===== config.mk =====
export PLATFORM = sky130hd
export DESIGN_NAME = raster_rgb24_stream_encoder
export DESIGN_NICKNAME = d
export VERILOG_FILES = /design/src/design/rse_pkg.sv /design/src/design/rse_front.sv /design/src/design/rse_queue.sv /design/src/design/rse_back.sv /design/src/design/raster_rgb24_stream_encoder.sv
export SDC_FILE = /design/constraint.sdc
export NUM_CORES = 2
export LEC_CHECK = 0
export BUFFER_PORTS_ARGS = -buffer_cell sky130_fd_sc_hd__buf_2
export CAP_MARGIN = 20
export CORE_MARGIN = 2
export CORE_UTILIZATION = 59
export CTS_BUF_LIST = sky130_fd_sc_hd__clkbuf_8 sky130_fd_sc_hd__clkbuf_16
export DETAILED_ROUTE_END_ITERATION = 16
export MAX_ROUTING_LAYER = met4
export PLACE_DENSITY = 0.73
export SLEW_MARGIN = 20
export SYNTH_ARGS = -nofsm -noshare
export SYNTH_HDL_FRONTEND = slang
export SYNTH_SLANG_ARGS = --single-unit
export TNS_END_PERCENT = 1

===== constraint.sdc =====
create_clock -name i_clk -period 12.45 [get_ports i_clk]
set_clock_uncertainty 0.1 [all_clocks]
set_input_delay 0 -clock i_clk [delete_from_list [all_inputs] [get_ports i_clk]]
set_output_delay 0 -clock i_clk [all_outputs]
set_load 0.01 [all_outputs]

===== src/design/rse_pkg.sv =====
// shared types and constants for the raster rgb24 stream encoder
// no dependencies
`timescale 1ns / 1ps

package rse_pkg;

    localparam int          DATA_W        = 8;
    localparam int          DIM_W         = 16;
    localparam int          LEN_W         = 32;
    localparam int          MIX_W         = 16;
    localparam int          QUEUE_DEPTH   = 2;
    localparam int          POS_W         = 6;

    localparam logic [31:0] SR_MAGIC      = 32'h59a6_6a95;
    localparam logic [31:0] SR_DEPTH      = 32'd24;
    localparam logic [31:0] SR_TYPE       = 32'd1;

    localparam logic        CFG_WIDTH     = 1'b0;
    localparam logic        CFG_HEIGHT    = 1'b1;

    localparam logic [POS_W-1:0] POS_FIRST = 6'd0;
    localparam logic [POS_W-1:0] POS_BLUE  = 6'd32;
    localparam logic [POS_W-1:0] POS_GREEN = 6'd33;
    localparam logic [POS_W-1:0] POS_RED   = 6'd34;
    localparam logic [POS_W-1:0] POS_PAD   = 6'd35;

    // one classified pixel, as handed from front to back
    typedef struct packed {
        logic              err;
        logic              hdr;
        logic              pad;
        logic [MIX_W-1:0]  mix_b;
        logic [MIX_W-1:0]  mix_g;
        logic [MIX_W-1:0]  mix_r;
        logic [DIM_W-1:0]  width;
        logic [DIM_W-1:0]  height;
        logic [LEN_W-1:0]  length;
    } t_entry;

endpackage


===== src/design/rse_front.sv =====
// front end: geometry registers, pixel accept, classification and compositing products
// depends on rse_pkg
`timescale 1ns / 1ps

module rse_front (
    input  logic                          i_clk,
    input  logic                          i_rst_n,
    input  logic                          i_cfg_we,
    input  logic                          i_cfg_addr,
    input  logic [rse_pkg::DIM_W-1:0]     i_cfg_wdata,
    input  logic                          i_valid,
    input  logic [4*rse_pkg::DATA_W-1:0]  i_pixel,
    input  logic                          i_full,
    output logic                          o_ready,
    output logic                          o_push,
    output rse_pkg::t_entry               o_entry
);
    import rse_pkg::*;

    logic [DIM_W-1:0]   r_width, r_height, n_width, n_height;
    logic [DIM_W-1:0]   r_col, r_row, n_col, n_row;
    logic [DIM_W+1:0]   padded;
    logic [DIM_W*2+1:0] length;
    logic               err, row_end, img_end, push;
    logic [DATA_W-1:0]  k, kc;
    logic [MIX_W-1:0]   white;

    always_comb begin
        n_width  = r_width;
        n_height = r_height;
        if (i_cfg_we) begin
            case (i_cfg_addr)
                CFG_WIDTH:  n_width  = i_cfg_wdata;
                CFG_HEIGHT: n_height = i_cfg_wdata;
                default:    ;
            endcase
        end
    end

    // padded row bytes: 3w rounded up to even
    assign padded  = {1'b0, r_width, 1'b0} + {2'b00, r_width} + {{(DIM_W+1){1'b0}}, r_width[0]};
    assign length  = padded * r_height;
    assign err     = (r_width == '0) || (r_height == '0) || (length[DIM_W*2+1:LEN_W] != '0);
    assign row_end = ({1'b0, r_col} + 1'b1) >= {1'b0, r_width};
    assign img_end = ({1'b0, r_row} + 1'b1) >= {1'b0, r_height};

    assign o_ready = !i_full;
    assign push    = i_valid && !i_full;
    assign o_push  = push;

    // composite over white: v*a + 255*(255-a) + 127
    assign k     = i_pixel[4*DATA_W-1:3*DATA_W];
    assign kc    = ~k;
    assign white = {kc, 8'h00} - {8'h00, kc} + MIX_W'(127);

    always_comb begin
        o_entry.err    = err;
        o_entry.hdr    = (r_col == '0) && (r_row == '0);
        o_entry.pad    = row_end && r_width[0];
        o_entry.mix_r  = i_pixel[DATA_W-1:0] * k + white;
        o_entry.mix_g  = i_pixel[2*DATA_W-1:DATA_W] * k + white;
        o_entry.mix_b  = i_pixel[3*DATA_W-1:2*DATA_W] * k + white;
        o_entry.width  = r_width;
        o_entry.height = r_height;
        o_entry.length = length[LEN_W-1:0];
    end

    always_comb begin
        n_col = r_col;
        n_row = r_row;
        if (push && !err) begin
            if (row_end) begin
                n_col = '0;
                n_row = img_end ? '0 : r_row + 1'b1;
            end else begin
                n_col = r_col + 1'b1;
            end
        end
    end

    always_ff @(posedge i_clk) begin
        if (!i_rst_n) begin
            r_width  <= DIM_W'(1);
            r_height <= DIM_W'(1);
            r_col    <= '0;
            r_row    <= '0;
        end else begin
            r_width  <= n_width;
            r_height <= n_height;
            r_col    <= n_col;
            r_row    <= n_row;
        end
    end

endmodule


===== src/design/rse_queue.sv =====
// small queue of classified pixels between front and back
// depends on rse_pkg
`timescale 1ns / 1ps

module rse_queue #(
    parameter int DEPTH = rse_pkg::QUEUE_DEPTH
) (
    input  logic            i_clk,
    input  logic            i_rst_n,
    input  logic            i_push,
    input  rse_pkg::t_entry i_entry,
    input  logic            i_pop,
    output logic            o_full,
    output logic            o_valid,
    output rse_pkg::t_entry o_entry
);
    import rse_pkg::*;

    localparam int PTR_W = $clog2(DEPTH);
    localparam int CNT_W = $clog2(DEPTH + 1);

    t_entry           r_mem [DEPTH];
    logic [PTR_W-1:0] r_wr, r_rd, n_wr, n_rd;
    logic [CNT_W-1:0] r_cnt, n_cnt;

    assign o_full  = r_cnt == CNT_W'(DEPTH);
    assign o_valid = r_cnt != '0;
    assign o_entry = r_mem[r_rd];

    always_comb begin
        n_wr  = r_wr;
        n_rd  = r_rd;
        n_cnt = r_cnt;
        if (i_push) begin
            n_wr = (r_wr == PTR_W'(DEPTH - 1)) ? '0 : r_wr + 1'b1;
        end
        if (i_pop) begin
            n_rd = (r_rd == PTR_W'(DEPTH - 1)) ? '0 : r_rd + 1'b1;
        end
        case ({i_push, i_pop})
            2'b10:   n_cnt = r_cnt + 1'b1;
            2'b01:   n_cnt = r_cnt - 1'b1;
            default: n_cnt = r_cnt;
        endcase
    end

    always_ff @(posedge i_clk) begin
        if (i_push) begin
            r_mem[r_wr] <= i_entry;
        end
    end

    always_ff @(posedge i_clk) begin
        if (!i_rst_n) begin
            r_wr  <= '0;
            r_rd  <= '0;
            r_cnt <= '0;
        end else begin
            r_wr  <= n_wr;
            r_rd  <= n_rd;
            r_cnt <= n_cnt;
        end
    end

endmodule


===== src/design/rse_back.sv =====
// back end: walks header, pixel and pad bytes of the queue head into the output register
// depends on rse_pkg
`timescale 1ns / 1ps

module rse_back (
    input  logic                        i_clk,
    input  logic                        i_rst_n,
    input  logic                        i_valid,
    input  rse_pkg::t_entry             i_entry,
    output logic                        o_pop,
    output logic                        o_valid,
    input  logic                        i_ready,
    output logic [rse_pkg::DATA_W-1:0]  o_data,
    output logic                        o_last,
    output logic                        o_err
);
    import rse_pkg::*;

    logic [POS_W-1:0]  r_pos, n_pos, pos;
    logic              r_started, n_started;
    logic              r_valid, n_valid, r_last, n_last, r_err, n_err;
    logic [DATA_W-1:0] r_data, n_data, byte_sel;
    logic              load, last;
    logic [31:0]       word;
    logic [MIX_W-1:0]  mix;
    logic [MIX_W:0]    quot;

    assign load = i_valid && (!r_valid || i_ready);
    assign pos  = r_started ? r_pos : (i_entry.hdr ? POS_FIRST : POS_BLUE);
    assign last = i_entry.err || (pos == POS_PAD) || (pos == POS_RED && !i_entry.pad);

    always_comb begin
        case (pos[4:2])
            3'd0:    word = SR_MAGIC;
            3'd1:    word = {16'h0000, i_entry.width};
            3'd2:    word = {16'h0000, i_entry.height};
            3'd3:    word = SR_DEPTH;
            3'd4:    word = i_entry.length;
            3'd5:    word = SR_TYPE;
            default: word = '0;
        endcase
    end

    always_comb begin
        case (pos)
            POS_BLUE:  mix = i_entry.mix_b;
            POS_GREEN: mix = i_entry.mix_g;
            default:   mix = i_entry.mix_r;
        endcase
    end

    // exact divide by 255 for values below 65535
    assign quot = ({1'b0, mix} + 1'b1 + {9'h000, mix[MIX_W-1:8]}) >> 8;

    always_comb begin
        if (i_entry.err) begin
            byte_sel = '0;
        end else if (!pos[5]) begin
            case (pos[1:0])
                2'd0:    byte_sel = word[31:24];
                2'd1:    byte_sel = word[23:16];
                2'd2:    byte_sel = word[15:8];
                default: byte_sel = word[7:0];
            endcase
        end else if (pos == POS_PAD) begin
            byte_sel = '0;
        end else begin
            byte_sel = quot[DATA_W-1:0];
        end
    end

    always_comb begin
        n_valid   = r_valid;
        n_data    = r_data;
        n_last    = r_last;
        n_err     = r_err;
        n_pos     = r_pos;
        n_started = r_started;
        if (r_valid && i_ready) begin
            n_valid = 1'b0;
        end
        if (load) begin
            n_valid   = 1'b1;
            n_data    = byte_sel;
            n_last    = last;
            n_err     = i_entry.err;
            n_pos     = pos + 1'b1;
            n_started = !last;
        end
    end

    assign o_pop   = load && last;
    assign o_valid = r_valid;
    assign o_data  = r_data;
    assign o_last  = r_last;
    assign o_err   = r_err;

    always_ff @(posedge i_clk) begin
        r_data <= n_data;
        r_last <= n_last;
        r_err  <= n_err;
        r_pos  <= n_pos;
    end

    always_ff @(posedge i_clk) begin
        if (!i_rst_n) begin
            r_valid   <= 1'b0;
            r_started <= 1'b0;
        end else begin
            r_valid   <= n_valid;
            r_started <= n_started;
        end
    end

endmodule


===== src/design/raster_rgb24_stream_encoder.sv =====
// top level of the 24-bit raster image stream encoder
// depends on rse_pkg, rse_front, rse_queue, rse_back
//
// channel    direction  tdata                                    side band
// s_axis     in         red[7:0] green[15:8] blue[23:16] a[31:24] -
// m_axis     out        out_byte[7:0]                            tlast last_of_run, tuser size_error
// cfg        in         wdata 16 bits, addr 0 width, 1 height    write enable, no wait
//
// one output byte per cycle while output ready and a pixel queued: 3 per pixel, 4 at the end
// of an odd-width row, 32 more for an image's first pixel; a rejected geometry gives one transfer
// the back end's byte sequencer sets the rate, the front accepts while the queue has room
// synchronous active-low reset, no clearing pass; an output stall only fills the queue
`timescale 1ns / 1ps

module raster_rgb24_stream_encoder #(
    parameter int QUEUE_DEPTH = rse_pkg::QUEUE_DEPTH
) (
    input  logic                          i_clk,
    input  logic                          i_rst_n,
    input  logic                          i_cfg_we,
    input  logic                          i_cfg_addr,
    input  logic [rse_pkg::DIM_W-1:0]     i_cfg_wdata,
    input  logic                          i_s_axis_tvalid,
    output logic                          o_s_axis_tready,
    input  logic [4*rse_pkg::DATA_W-1:0]  i_s_axis_tdata,  // red, green, blue, alpha
    output logic                          o_m_axis_tvalid,
    input  logic                          i_m_axis_tready,
    output logic [rse_pkg::DATA_W-1:0]    o_m_axis_tdata,  // out_byte
    output logic                          o_m_axis_tlast,
    output logic                          o_m_axis_tuser   // size_error
);
    import rse_pkg::*;

    t_entry front_entry, head_entry;
    logic   push, pop, full, head_valid;

    rse_front u_front (
        .i_clk       (i_clk),
        .i_rst_n     (i_rst_n),
        .i_cfg_we    (i_cfg_we),
        .i_cfg_addr  (i_cfg_addr),
        .i_cfg_wdata (i_cfg_wdata),
        .i_valid     (i_s_axis_tvalid),
        .i_pixel     (i_s_axis_tdata),
        .i_full      (full),
        .o_ready     (o_s_axis_tready),
        .o_push      (push),
        .o_entry     (front_entry)
    );

    rse_queue #(
        .DEPTH (QUEUE_DEPTH)
    ) u_queue (
        .i_clk   (i_clk),
        .i_rst_n (i_rst_n),
        .i_push  (push),
        .i_entry (front_entry),
        .i_pop   (pop),
        .o_full  (full),
        .o_valid (head_valid),
        .o_entry (head_entry)
    );

    rse_back u_back (
        .i_clk   (i_clk),
        .i_rst_n (i_rst_n),
        .i_valid (head_valid),
        .i_entry (head_entry),
        .o_pop   (pop),
        .o_valid (o_m_axis_tvalid),
        .i_ready (i_m_axis_tready),
        .o_data  (o_m_axis_tdata),
        .o_last  (o_m_axis_tlast),
        .o_err   (o_m_axis_tuser)
    );

endmodule


* Yosys cells after proc, flatten, opt, wreduce, memory -nomap -nowiden
Memories as Yosys holds them, arrays and structs flattened. A register that Yosys moved wholly into a read port is not among the register bits.
Cells that the tools add are included.
** Word-level totals
- Bits in registers :: 86
- Memories kept :: 1
- Bits in writable memories :: 230
- Bits of input ports :: 54
** Memories
- u_queue.r_mem :: depth 2, width 115, read ports 1, clocked after Yosys merged registers in 1, write ports 1, line rse_queue.sv:22 : t_entry r_mem [DEPTH];
** Cells by class
- $mul :: 4
- Bitwise operators :: 2
- Magnitude comparators :: 2
- $add $sub $neg :: 18
- Reduce and logical (&&, ||, !) cells :: 31
- Eq/ne operators :: 14
- Mux-type cells :: 18
** Operators by type and width (count)
- $pmux 32 s6 :: 1
- $logic_not 16->1 :: 4
- $add 16x1->16 const B :: 3
- $add 16x16->16 :: 3
- $mul 8x8->16 :: 3
- $add 16x1->17 const B :: 2
- $ge 17x16->1 :: 2
- $mul 18x16->34 :: 1
- $mux 16 :: 2
- $pmux 16 s2 :: 1
- $eq 6x6->1 const B :: 4
- $pmux 8 s3 :: 1
- $add 17x16->18 :: 1
- $add 18x1->18 :: 1
- $add 16x7->16 const B :: 1
- $add 16x8->16 :: 1
- $mux 8 :: 2
- $sub 16x8->16 :: 1
- $mux 6 :: 2
- $logic_and 1x1->1 :: 8
- $mux 1 :: 8
- $not 8->8 :: 1
- $reduce_bool 2->1 :: 4
- $add 6x1->6 const B :: 1
- other kinds (15) :: 31

* Depth between registers and ports, before layout
- Depth after elaboration :: 8
- Mapped depth :: 36

* Hierarchy
From an unflattened synthesis, not the netlist that was laid out.
** Unflattened totals
- Cell total of the unflattened synthesis :: 3204
- Area total of the unflattened synthesis :: 32489.9 um^2
** Modules (own cells, without submodules)
- rse_front :: seq. area each 1281.2 um^2, times used 1, cells each 2532, area each 21404.3 um^2
- rse_queue :: seq. area each 7006.7 um^2, times used 1, cells each 380, area each 8710.9 um^2
- rse_back :: seq. area each 520.5 um^2, times used 1, cells each 292, area each 2374.8 um^2

* Least setup slack after synthesis
OpenSTA, ideal clock, no wires.
- Path kind :: register -> register
- From :: reg u_front.r_width[0]
- To :: reg u_front.r_row[4]
- Arrival time :: 8688 ps
- Path buffers :: 3
- Period minus slack after synthesis :: 8903 ps
- Setup time :: 115 ps
- Cell stages (with the launch flop) :: 36
- Slack :: 3547 ps
- Required time :: 12235 ps
- Cell sequence :: dfxtp_1 inv_1 ha_1 a21o_1 a21o_1 a21o_1 a21oi_1 o21ai_0 a2111oi_0 o21bai_1 a21oi_1 xnor2_1 clkbuf_1 nand2_1 fa_1 fa_1 fa_1 inv_1 fa_1 inv_1 fa_1 inv_1 fa_1 ha_1 clkbuf_1 a21oi_1 nand2_1 a221o_1 a41oi_2 a21oi_2 o21ai_2 xnor2_1 or4b_4 buf_6 and3_1 a31o_1
** Between the ends
- Word-level cells in the longest chain between the ends :: 8
- Elaborated cells between the ends (all ways) :: 11
- Classes of those cells :: add/sub (2); mul (1); order compare (1); reduce/logical (7)
** Ends and longest elaborated chain
- start, declared :: line rse_front.sv:20 : logic [DIM_W-1:0] r_width, r_height, n_width, n_height;
- start signal, assigned :: line rse_front.sv:88 : r_width <= n_width;
- $add 17x16->18 :: line rse_front.sv:41 : assign padded = {1'b0, r_width, 1'b0} + {2'b00, r_width} + {{(DIM_W+1){1'b0}}, r_width[0]};
- $add 18x1->18 :: line rse_front.sv:41
- $mul 18x16->34 :: line rse_front.sv:42 : assign length = padded * r_height;
- $reduce_bool 2->1 :: line rse_front.sv:43 : assign err = (r_width == '0) || (r_height == '0) || (length[DIM_W*2+1:LEN_W] != '0);
- $logic_or 1x1->1 :: line rse_front.sv:43
- $logic_not 1->1 :: line rse_front.sv:71 : if (push && !err) begin
- $logic_and 1x1->1 :: line rse_front.sv:71
- $reduce_and 2->1 (no source line) *
- end signal, assigned :: line rse_front.sv:91 : r_row <= n_row;
- end, declared :: line rse_front.sv:21 : logic [DIM_W-1:0] r_col, r_row, n_col, n_row;
Mark *: on every way between the ends. The rest lies on a longest branch, timed or not.
A chain may end at the register's enable or synchronous reset.

* Worst setup path after layout
- From :: reg u_front.r_width[0]
- To :: reg u_front.r_col[6]
** Between the ends
- Word-level cells in the longest chain between the ends :: 7
- Elaborated cells between the ends (all ways) :: 11
- Classes of those cells :: add/sub (2); mul (1); order compare (1); mux (1); reduce/logical (6)
** Ends and longest elaborated chain
- $add 17x16->18 :: line rse_front.sv:41
- $add 18x1->18 :: line rse_front.sv:41
- $mul 18x16->34 :: line rse_front.sv:42
- $reduce_bool 2->1 :: line rse_front.sv:43
- $logic_or 1x1->1 :: line rse_front.sv:43
- $logic_not 1->1 :: line rse_front.sv:71
- $logic_and 1x1->1 :: line rse_front.sv:71
- end signal, assigned :: line rse_front.sv:90 : r_col <= n_col;
- end, declared :: line rse_front.sv:21
Parallel ways exist; a longest one is shown, timed or not.

==> flow_summary.yaml <==
cts:
  clockBufferDepth: 3
  clk_latency_ns: 0.55
  clk_pin_slew_ns: 0.06
  cts_buffers: 35
  clock-sinks: 315
  cts_tree: "built"
  htree_num_levels: 2
  cts_resized: 0
  cts_root_buf: "clkbuf_16"
sta:
  hold_viol_final: 0
  worstMarginPinSlew_ns: 1.09
  tns_ns: 0
  rsz0062_at_grt: "no"
  final-setup-viol-count: 0
  relSlewSlack_pct: 27.4
  min_period_ns: 10.13
  timing.final.crit_share_pct: 81.4
  fmaxAchievable_ghz: 0.0987
  whs_ns: 0.102
  drv_slew: 0
placed_design:
  hpwl_um: 60500
  port_buffers: 65
  gp_congestion: 0.961
synth:
  synth_fp_nets: 3779
  synth_edf_count: 244
  synth_ff_type: "edfxtp_1"
  synth_top_cell_area_share_pct: 23.7
  yosys_warnings: 0
  ys_ff_latch: 315
  synth_cells: 3085
  yosysMostFrequentCell: "inv_1"
  synth.cell_area_um2: 30900
  avgSynthCellArea_um2: 10.0
  synth_common_cells: "486 x inv_1, 398 x nand2_1, 359 x fa_1"
  async_flop_share_pct: 0
  yosysTopAreaCell: "edfxtp_1"
  ys_seq_area_share_pct: 28.3
  ys_top_cells_by_area: "edfxtp_1 24%, fa_1 23%, ha_1 11%, inv_1 5.9%, nand2_1 4.8%"
  synth_cell_type_count: 72
hold_path:
  holdPathEnd: "u_queue.r_mem[1][80]"
  hold_path_class: "in -> reg"
  hp-start: "i_s_axis_tdata[24]"
  holdPathStages: 2
power:
  vdd_drop_max_uv: 127
  power_leakage_nw: 15.3
  total_power_mw: 5.41
  p_per_area_nw_per_um2: 162
worst_setup_path:
  required_ns: 12.83
  r2r_slack_ns: 2.32
  critPathSlowestCell: "a21oi_1"
  critPathMostFrequentCell: "fa_1"
  cp-start-kind: "register"
  startpoint: "u_front.r_width[0]"
  r2r-end: "u_front.r_col[6]"
  crit_arrival_ns: 10.51
  worstPathMaxFanout: 22
  cp-end-kind: "register"
  path_class: "reg -> reg"
  max_stage_delay_ns: 0.78
  timing.rr.start: "u_front.r_width[0]"
  reg2reg_depth: 31
floorplan:
  num_rows: 83
  die_h_um: 233
  initial_core_util_pct: 59.9
  core_region_area_um2: 51500
  die_x_um: 233
  design.die.area_um2: 54200
  io_pins: 66
finish:
  syn_to_final_growth_pct: 7.99
  layout-drive-gt1-share_pct: 6.78
  layout.nets: 3827
drt:
  wl_per_cell_um: 20.9
  via_per_inst: 5.96
  firstDrtPassIters: 8
  drt-total-wl_um: 80400
  drtAntennaViolNets: 0
  route.detailed.drc: 0
  dr_total_vias: 22875
  drtIter0Drc: 2055
grt:
  antenna_found_initial: 3
  track_usage_pct: 31.9
  grt_pass1_vias: 23216
  grt.overflow.total: 0
  grt_first_pass_wirelength_um: 128000
  grt_max_degree: 64
flow_run:
  max_cap_violations: 0
run_status:
  status: "complete, no violations"
==> how the worst max path moves through the flow <==
stage | endpoint | slack (ns) | cells past startpoint
after CTS | u_front.r_col[6] | 2.39 | 31
after detailed placement | u_front.r_col[6] | 2.45 | 32
after floorplan | u_front.r_row[4] | 3.55 | 35
final | u_front.r_col[6] | 2.32 | 31
after global routing | u_front.r_col[6] | 1.71 | 32
after global placement | u_front.r_row[0] | 2.77 | 30
==> metal layers <==
metal / routed length (µm) / share of wire [%] / track usage, % / up-vias
met4: 2720 / 3.4 / 10.6 / 0
met2: 36500 / 45 / 48.5 / 974
li1: - / - / - / 10229
met3: 6270 / 7.8 / 3.86 / 166
met5: 0 / 0 / - / -
met1: 34800 / 43 / 44.7 / 11506
==> cells in the final DEF, fill, tap and decap left out, types with 31 or more instances in the layout <==
cell / instances
a21oi_1: 87
fa_1: 359
and2_1: 221
xor2_1: 43
edfxtp_1: 244
inv_1: 494
xnor2_1: 87
nor2b_1: 31
a21o_1: 49
nor2_1: 82
nand3_1: 50
o21ai_0: 68
a21boi_0: 38
mux2i_1: 59
clkbuf_16: 35
nand2_1: 398
buf_4: 41
dfxtp_1: 70
buf_2: 65
ha_1: 281
==> registers in the layout (all words and copies together), names as in the netlist, named ones only <==
name	flops
u_back.o_data	8
u_back.o_err	1
u_back.o_last	1
u_back.o_valid	1
u_back.r_pos	6
u_back.r_started	1
u_front.r_col	16
u_front.r_height	16
u_front.r_row	16
u_front.r_width	16
u_queue.r_cnt	2
u_queue.r_mem	228
u_queue.r_rd	1
u_queue.r_wr	1
==> critical path, delay by kind of cell (launching register included) <==
family | cells | cell delay [ns]
and+or+nand+nor | 7 | 1.51
DFF | 1 | 0.48
AOI/OAI and AO/OA | 12 | 4.05
buffers and inverters | 4 | 0.30
adders and majority gates | 8 | 3.61
==> stage by stage <==
step / cell area, µm² / cells / utilization (%) / setup WS, ns
5_1_grt: 33300 / 3839 / 64.7 / 1.71
2_1_floorplan: 30900 / 3085 / - / 3.55
3_5_place_dp: 31900 / 3750 / 62.0 / 2.45
6_report: 33300 / 3839 / 64.7 / 2.32
3_3_place_gp: 31900 / 3750 / 62.0 / 2.77
4_1_cts: 33300 / 3838 / 64.7 / 2.39
==> cell families (layout without fill, tap and decap cells) <==
kind of cell    count (synthesis)  after routing  share of synthesized area [%]
simple gates                  921            921                           14.5
fa+ha+maj                     640            640                           34.7
buf+inv                       608            681                           7.46
compound gates                388            388                           8.57
flops                         315            315                           28.3
xor+xnor                      135            135                           3.83
mux                            78             78                           2.61
other cells                     0              1                              0
==> final cells by class <==
| class | instances | area (µm²) |
|---|---|---|
| Inverter | 487 | 1830 |
| Timing Repair Buffer | 132 | 893 |
| Clock inverter | 25 | 224 |
| Sequential cell | 315 | 8750 |
| Fill cell | 4151 | 18200 |
| Tap cell | 680 | 851 |
| Antenna cell | 1 | 2.50 |
| Clock buffer | 37 | 903 |
| Multi-Input combinational cell | 2162 | 19900 |
==> what timing repair did <==
item,4_1_cts,5_1_grt
endpoints found under the hold margin,53,0
buffers inserted,0,0
hold buffers,26,0
==> where the power goes <==
| part | internal, mW | total, mW | switching (mW) |
|---|---|---|---|
| clock network | 0.590 | 1.02 | 0.426 |
| registers | 1.57 | 1.70 | 0.124 |
| logic | 1.01 | 2.70 | 1.69 |
No activity file was read; power rests on OpenSTA's default activity.
